==> src/rtl/lcdcon_pkg.sv <==
// Package for the two-line LCD text console.
// Holds the line geometry, the controller command codes and the character codes.
// No dependencies.
package lcdcon_pkg;

    // Line geometry. Line 0 keeps its last cell for a spinner.
    localparam int LINE_LENGTH = 16;
    localparam int COL_W       = $clog2(LINE_LENGTH);
    localparam int IDX_W       = $clog2(LINE_LENGTH + 1);

    // Controller commands.
    localparam logic [7:0] CMD_SET_ADDR = 8'h80;
    localparam logic [7:0] LINE1_OFFSET = 8'h40;
    localparam logic [7:0] CMD_LINE0    = CMD_SET_ADDR;
    localparam logic [7:0] CMD_LINE1    = CMD_SET_ADDR | LINE1_OFFSET;

    // Character codes.
    localparam logic [7:0] CHAR_CR    = 8'd13;
    localparam logic [7:0] CHAR_LF    = 8'd10;
    localparam logic [7:0] CHAR_SPACE = 8'h20;
    localparam logic [7:0] CHAR_NUL   = 8'h00;

    // Configuration register map.
    localparam int PADDR_W = 2;
    localparam int PDATA_W = 32;

endpackage

==> src/rtl/two_line_lcd_text_console.sv <==
// Two-line LCD text console: line store, cursor and the line-feed write sequencer.
// Depends on lcdcon_pkg.
//
//   channel   | direction | payload                         | handshake
//   ----------+-----------+---------------------------------+-----------------
//   s_        | in        | s_char_code[7:0]                | s_valid/s_ready
//   m_        | out       | m_is_data, m_write_byte, m_last | m_valid/m_ready
//   APB       | in        | paddr, pwdata, prdata           | psel/penable
//
// An ordinary character or carriage return is taken in S_IDLE. A line feed sends up to
// 2*LINE_LENGTH+1 controller writes, paced by the single store read port that the
// sequencer walks one byte per cycle while m_ready does not stall it.
// Reset fills the line store with spaces at once and clears cursor, line and enable.
// A stalled m_ready holds the sequencer; s_ready is high only while the sequencer is idle.
module two_line_lcd_text_console (
    input  logic                              aclk,
    input  logic                              aresetn,
    input  logic                              s_valid,
    output logic                              s_ready,
    input  logic [7:0]                        s_char_code,
    output logic                              m_valid,
    input  logic                              m_ready,
    output logic                              m_is_data,
    output logic [7:0]                        m_write_byte,
    output logic                              m_last,
    input  logic                              psel,
    input  logic                              penable,
    input  logic                              pwrite,
    input  logic [lcdcon_pkg::PADDR_W-1:0]    paddr,
    input  logic [lcdcon_pkg::PDATA_W-1:0]    pwdata,
    output logic [lcdcon_pkg::PDATA_W-1:0]    prdata,
    output logic                              pready
);

    typedef enum logic [1:0] {
        S_IDLE,
        S_CMD,
        S_DATA,
        S_FIN
    } state_t;

    typedef logic [7:0] line_t [lcdcon_pkg::LINE_LENGTH];

    state_t                        state_reg, state_next;
    line_t                         store_reg  [2];
    line_t                         store_next [2];
    logic                          cur_line_reg, cur_line_next;
    logic [lcdcon_pkg::IDX_W-1:0]  cursor_reg, cursor_next;
    logic                          enable_reg, enable_next;
    logic                          phase_reg, phase_next;
    logic [lcdcon_pkg::IDX_W-1:0]  idx_reg, idx_next;
    logic [7:0]                    byte_reg, byte_next;
    logic                          m_valid_reg, m_valid_next;
    logic                          m_is_data_reg, m_is_data_next;
    logic [7:0]                    m_byte_reg, m_byte_next;
    logic                          m_last_reg, m_last_next;

    logic                          slot_free;
    logic                          rd_line;
    logic [lcdcon_pkg::IDX_W-1:0]  rd_idx;
    logic [lcdcon_pkg::IDX_W-1:0]  run_len;
    logic [7:0]                    rd_byte;
    logic                          rd_end;
    logic [lcdcon_pkg::IDX_W-1:0]  cur_cap;
    logic [lcdcon_pkg::IDX_W-1:0]  new_cap;
    logic                          new_line;

    // Handshake outputs.
    assign s_ready      = (state_reg == S_IDLE);
    assign m_valid      = m_valid_reg;
    assign m_is_data    = m_is_data_reg;
    assign m_write_byte = m_byte_reg;
    assign m_last       = m_last_reg;
    assign slot_free    = !m_valid_reg || m_ready;

    // Configuration port: a single register, always ready.
    assign pready = 1'b1;
    assign prdata = {{(lcdcon_pkg::PDATA_W-1){1'b0}}, enable_reg};

    // Store read port: the other line in phase 0, the current line in phase 1.
    assign rd_line = cur_line_reg ^ ~phase_reg;
    assign run_len = phase_reg ? lcdcon_pkg::IDX_W'(lcdcon_pkg::LINE_LENGTH)
                               : lcdcon_pkg::IDX_W'(lcdcon_pkg::LINE_LENGTH - 1);
    assign rd_idx  = (state_reg == S_DATA) ? idx_reg + 1'b1 : '0;

    always_comb begin
        if (rd_idx < run_len) begin
            rd_byte = store_reg[rd_line][rd_idx[lcdcon_pkg::COL_W-1:0]];
        end else begin
            rd_byte = lcdcon_pkg::CHAR_NUL;
        end
    end

    assign rd_end = (rd_byte == lcdcon_pkg::CHAR_NUL);

    // Line capacities for character writes and for the clear after a line feed.
    assign cur_cap  = cur_line_reg ? lcdcon_pkg::IDX_W'(lcdcon_pkg::LINE_LENGTH)
                                   : lcdcon_pkg::IDX_W'(lcdcon_pkg::LINE_LENGTH - 1);
    assign new_line = ~cur_line_reg;
    assign new_cap  = new_line ? lcdcon_pkg::IDX_W'(lcdcon_pkg::LINE_LENGTH)
                               : lcdcon_pkg::IDX_W'(lcdcon_pkg::LINE_LENGTH - 1);

    // Next-state logic of the sequencer, the store and the output register.
    always_comb begin
        state_next     = state_reg;
        store_next     = store_reg;
        cur_line_next  = cur_line_reg;
        cursor_next    = cursor_reg;
        enable_next    = enable_reg;
        phase_next     = phase_reg;
        idx_next       = idx_reg;
        byte_next      = byte_reg;
        m_valid_next   = m_valid_reg;
        m_is_data_next = m_is_data_reg;
        m_byte_next    = m_byte_reg;
        m_last_next    = m_last_reg;

        // The output register empties when its request is taken.
        if (m_valid_reg && m_ready) begin
            m_valid_next = 1'b0;
        end

        if (psel && penable && pwrite) begin
            enable_next = pwdata[0];
        end

        unique case (state_reg)
            S_IDLE: begin
                if (s_valid) begin
                    if (s_char_code == lcdcon_pkg::CHAR_LF) begin
                        phase_next = 1'b0;
                        state_next = enable_reg ? S_CMD : S_FIN;
                    end else if (s_char_code != lcdcon_pkg::CHAR_CR) begin
                        // Store the character while the line has room.
                        if (cursor_reg < cur_cap) begin
                            store_next[cur_line_reg][cursor_reg[lcdcon_pkg::COL_W-1:0]] =
                                s_char_code;
                            cursor_next = cursor_reg + 1'b1;
                        end
                    end
                end
            end

            S_CMD: begin
                // Set-address command; the first byte of the run is read alongside.
                if (slot_free) begin
                    m_valid_next   = 1'b1;
                    m_is_data_next = 1'b0;
                    m_byte_next    = phase_reg ? lcdcon_pkg::CMD_LINE1 : lcdcon_pkg::CMD_LINE0;
                    m_last_next    = phase_reg && rd_end;
                    idx_next       = '0;
                    byte_next      = rd_byte;
                    if (!rd_end) begin
                        state_next = S_DATA;
                    end else if (phase_reg) begin
                        state_next = S_FIN;
                    end else begin
                        phase_next = 1'b1;
                    end
                end
            end

            S_DATA: begin
                // Send the held byte and look one byte ahead to spot the run's end.
                if (slot_free) begin
                    m_valid_next   = 1'b1;
                    m_is_data_next = 1'b1;
                    m_byte_next    = byte_reg;
                    m_last_next    = phase_reg && rd_end;
                    idx_next       = rd_idx;
                    byte_next      = rd_byte;
                    if (!rd_end) begin
                        state_next = S_DATA;
                    end else if (phase_reg) begin
                        state_next = S_FIN;
                    end else begin
                        phase_next = 1'b1;
                        state_next = S_CMD;
                    end
                end
            end

            S_FIN: begin
                // Swap lines, blank the new current line and home the cursor.
                for (int c = 0; c < lcdcon_pkg::LINE_LENGTH; c++) begin
                    if (lcdcon_pkg::IDX_W'(c) < new_cap) begin
                        store_next[new_line][lcdcon_pkg::COL_W'(c)] = lcdcon_pkg::CHAR_SPACE;
                    end
                end
                cur_line_next = new_line;
                cursor_next   = '0;
                state_next    = S_IDLE;
            end

            default: begin
                state_next = S_IDLE;
            end
        endcase
    end

    // State, store and registered outputs.
    always_ff @(posedge aclk) begin
        if (!aresetn) begin
            state_reg    <= S_IDLE;
            cur_line_reg <= 1'b0;
            cursor_reg   <= '0;
            enable_reg   <= 1'b0;
            phase_reg    <= 1'b0;
            idx_reg      <= '0;
            m_valid_reg  <= 1'b0;
            for (int l = 0; l < 2; l++) begin
                for (int c = 0; c < lcdcon_pkg::LINE_LENGTH; c++) begin
                    store_reg[1'(l)][lcdcon_pkg::COL_W'(c)] <= lcdcon_pkg::CHAR_SPACE;
                end
            end
        end else begin
            state_reg    <= state_next;
            cur_line_reg <= cur_line_next;
            cursor_reg   <= cursor_next;
            enable_reg   <= enable_next;
            phase_reg    <= phase_next;
            idx_reg      <= idx_next;
            m_valid_reg  <= m_valid_next;
            store_reg    <= store_next;
        end
        byte_reg      <= byte_next;
        m_is_data_reg <= m_is_data_next;
        m_byte_reg    <= m_byte_next;
        m_last_reg    <= m_last_next;
    end

    // A data request never carries the zero byte that ends a run.
    assert property (@(posedge aclk) disable iff (!aresetn)
        (m_valid && m_is_data) |-> (m_write_byte != lcdcon_pkg::CHAR_NUL))
        else $error("zero byte sent as data");

    // Command requests are only the two set-address codes.
    assert property (@(posedge aclk) disable iff (!aresetn)
        (m_valid && !m_is_data) |->
            (m_write_byte == lcdcon_pkg::CMD_LINE0 || m_write_byte == lcdcon_pkg::CMD_LINE1))
        else $error("unexpected command byte");

    // The spinner cell of line 0 keeps its space.
    assert property (@(posedge aclk) disable iff (!aresetn)
        store_reg[0][lcdcon_pkg::LINE_LENGTH-1] == lcdcon_pkg::CHAR_SPACE)
        else $error("spinner cell overwritten");

    // The cursor never passes the capacity of the current line.
    assert property (@(posedge aclk) disable iff (!aresetn)
        cursor_reg <= cur_cap)
        else $error("cursor beyond line capacity");

    // Finishing a line feed swaps the line and homes the cursor.
    assert property (@(posedge aclk) disable iff (!aresetn)
        (state_reg == S_FIN) |=>
            (cursor_reg == '0 && cur_line_reg != $past(cur_line_reg) && state_reg == S_IDLE))
        else $error("line feed did not advance the console");

endmodule

==> config.mk <==
export PLATFORM = sky130hd
export DESIGN_NAME = two_line_lcd_text_console
export DESIGN_NICKNAME = d
export VERILOG_FILES = /design/src/rtl/lcdcon_pkg.sv /design/src/rtl/two_line_lcd_text_console.sv
export SDC_FILE = /design/constraint.sdc
export NUM_CORES = 1
export LEC_CHECK = 0
export ABC_AREA = 1
export BUFFER_PORTS_ARGS = -buffer_cell sky130_fd_sc_hd__buf_2
export CAP_MARGIN = 20
export CORE_MARGIN = 2
export CORE_UTILIZATION = 55
export DETAILED_ROUTE_END_ITERATION = 12
export GPL_TIMING_DRIVEN = 0
export PLACE_DENSITY = 0.87
export SYNTH_ARGS = -nofsm -noshare
export SYNTH_HDL_FRONTEND = slang
export SYNTH_SLANG_ARGS = --single-unit
==> constraint.sdc <==
create_clock -name aclk -period 3.6 [get_ports aclk]
set_input_delay 0.54 -clock aclk [delete_from_list [all_inputs] [get_ports aclk]]
set_output_delay 0.54 -clock aclk [all_outputs]
set_load 0.05 [all_outputs]
==> impl_results.md <==
- RSZ-0062 raised after global routing: no
- Chip Width: 165.7 um
- Number of global-route vias before repair: 12,616
- Min Tclk post-route: 3.393 ns
- GP Congestion: 1.039
- Initial antenna violation count: 0
- Seq/Total Area, Yosys: 0.5502
- Area delta synth->final: 13.45%
- Worst VDD drop: 0.4218 mV
- Initial Utilization: 0.5563
- Final Util: 0.6311
- Clock sink count: 290
- Distinct cell type count after synthesis: 35
- Clk slew on worst S/H paths: 0.06 ns
- Max reg flops: 256
- Clock Latency Late Sink: 0.59 ns
- CTS tree: yes
- Worst EP arrival: 3.64 ns
- Die Y: 165.7 um
- Max-slew violations: 0
- Top FF cell, synth: edfxtp_1
- Fillers: 2,176
- CTS Buf Count: 31
- Wirelength per Cell: 23.99 um
- FMAX: 294.8 MHz
- Global route overflow: 0
- Drt drc: 0
- # IOs: 94
- Crit-path max FO: 28
- Final instance area: 16,310 sq um
- Pwr/cell area: 529.3 nW/um^2
- First-pass GRT wire length: 76,780 um
- Top cell type's share of synthesized area: 0.4388
- CP required: 3.85 ns
- Hold Violations, Final: 0
- Period utilization: 0.9424
- Synth Cell Area: 14,370 sq um
- WS Path Type: reg2reg
- Hold Crit Class: in2reg
- Main area contributors after synthesis: edfxtp_1 44%, nand2_1 11%, dfxtp_1 11%
- DRC violation total after the first TritonRoute iteration: 2,874
- Antenna viol nets, final: 0
- Total Nets Final: 1,869
- Final Routed Wirelength: 51,910 um
- Synth top cells by count: 427 x nand2_1, 282 x nand3_1, 220 x nor2_1
- Design Power: 8.631 mW
- Seq cells post-synth: 290
- Core area: 25,840 sq um
- Largest net degree at the start of global routing: 20
- Setup violators final: 0
- Avg Cell Area, Syn: 8.410 sq um
- Lkg Pwr: 6.336 nW
- Synth Instances: 1,709
- Yosys warnings: 0
- Post-synth top area cell: edfxtp_1
- Critical Path End Type: register
- CTS root buffer: clkbuf_16
- Slew HR: 0.3470
- Worst-margin pin slew: 0.9795 ns
- Max-cap viol count: 0
- Post-CTS Hold Buffers: 0
- Post-synth EDFFs: 210
- CTS H-Tree Depth: 1
- Vias per inst: 6.354
- Outcome: complete, no violations
- Share of layout cells above drive strength 1: 0.1132
- I/O Buffers: 28
- GRT Util Overall: 0.3692
- Clk buf depth: 3
- Most common cell in the synthesized netlist: nand2_1
- Startpoint types: register
- Drt pass-1 iters: 7
- Die area: 27,440 sq um
- Post-DP HPWL: 35,800 um
- Ys async rst share: 0
- Num rows: 59
- Via Count: 13,749
- Fin Clk Skew: 0.02294 ns
- DP Area: 15,040 sq um
metrics by stage:
stage                     TNS, ns  hold slack, ns  std cells  setup WS (ns)
after floorplan                 0          0.4395       1739         0.2589
final                           0          0.2305       2164         0.2074
after global placement    -209.77          0.4500       2102         -1.273
after global routing            0          0.2544       2163       0.005454
after detailed placement  -231.88          0.4623       2102         -1.347
after CTS                       0          0.2277       2160        0.03879
path summary, 6_finish.rpt:
| path | startpoint | endpoint | slack, ns | cells past startpoint |
|---|---|---|---|---|
| worst max-delay path | cur_line_reg$_SDFFE_PN0P_ | store_reg[128]$_DFFE_PP_ | 0.21 | 13 |
| worst min register to register | store_reg[199]$_SDFFE_PN0P_ | store_reg[199]$_SDFFE_PN0P_ | 0.47 | 2 |
| worst min-delay path | penable | enable_reg$_SDFFE_PN0P_ | 0.23 | 3 |
| worst max register to register | cur_line_reg$_SDFFE_PN0P_ | store_reg[128]$_DFFE_PP_ | 0.21 | 13 |
logic make-up after synthesis:
logic type | after synthesis | synth area share
flip-flops | 290 | 0.5502
AO/OA/AOI/OAI | 206 | 0.07852
buffers and inverters | 241 | 0.07826
adder cells (fa/ha/maj) | 17 | 0.01480
other | 2 | 0.0005225
AND/OR/NAND/NOR | 953 | 0.2777
critical path, cell delays in order, from the launching register on:
cell,delay [ns]
dfxtp_2,0.37
inv_4,0.33
ha_1,0.33
nand2_1,0.10
nor2_1,0.05
o21ai_1,0.07
o211ai_1,0.10
o31ai_1,0.25
nand2_2,0.20
buf_4,0.25
nor2_2,0.23
nand2_4,0.20
clkbuf_8,0.27
nor2_4,0.27
placed cells by master, fill, tap and decap left out, types with 3 or more instances in the layout:
cell type	n
nand2_1	425
nand3_1	282
edfxtp_1	210
nor2_1	203
inv_1	103
o21ai_0	91
dfxtp_1	79
buf_2	61
clkbuf_1	53
a21oi_1	53
buf_4	39
conb_1	32
clkbuf_16	32
o22ai_1	23
a22oi_1	19
ha_1	17
nor2_2	13
nor2_4	12
a21oi_4	8
clkbuf_8	6
buf_6	6
nand4_1	5
inv_2	5
nor3_1	5
clkinv_2	5
buf_1	4
clkinv_1	4
nand2_2	4
clkbuf_2	4
o21ai_1	3
what timing repair did:
item,CTS,global route
endpoints found under the hold margin,0,0
buffers inserted,1,2
pin swaps,0,1
resized for setup,54,7
setup endpoints to repair,263,225
report_power, final:
group	switching [mW]	internal [mW]	total, mW	leakage, nW
sequential	0.105	3.71	3.82	2.53
combinational	1.30	0.405	1.71	3.32
clock	1.36	1.75	3.11	0.484
total	2.77	5.86	8.63	6.34
area by class of cell:
cell class,instances,area (sq um),area share
Tap cell,335,419.2,0.02571
Sequential cell,290,7909,0.4850
Inverter,113,430.4,0.02640
Multi-Input combinational cell,1208,5654,0.3468
Clock inverter,8,57.56,0.003530
Buffer,126,711.9,0.04366
Timing Repair Buffer,33,201.4,0.01235
Clock buffer,50,919.6,0.05640
Antenna cell,1,2.502,0.0001535
metal layers:
layer	track usage	vias up	share of wire
met5	0	-	0
met4	0.1826	0	0.058
met3	0.1044	263	0.16
met2	0.5486	1296	0.42
met1	0.4994	6290	0.36
li1	-	5900	-
(Power assumes the default switching activity.)
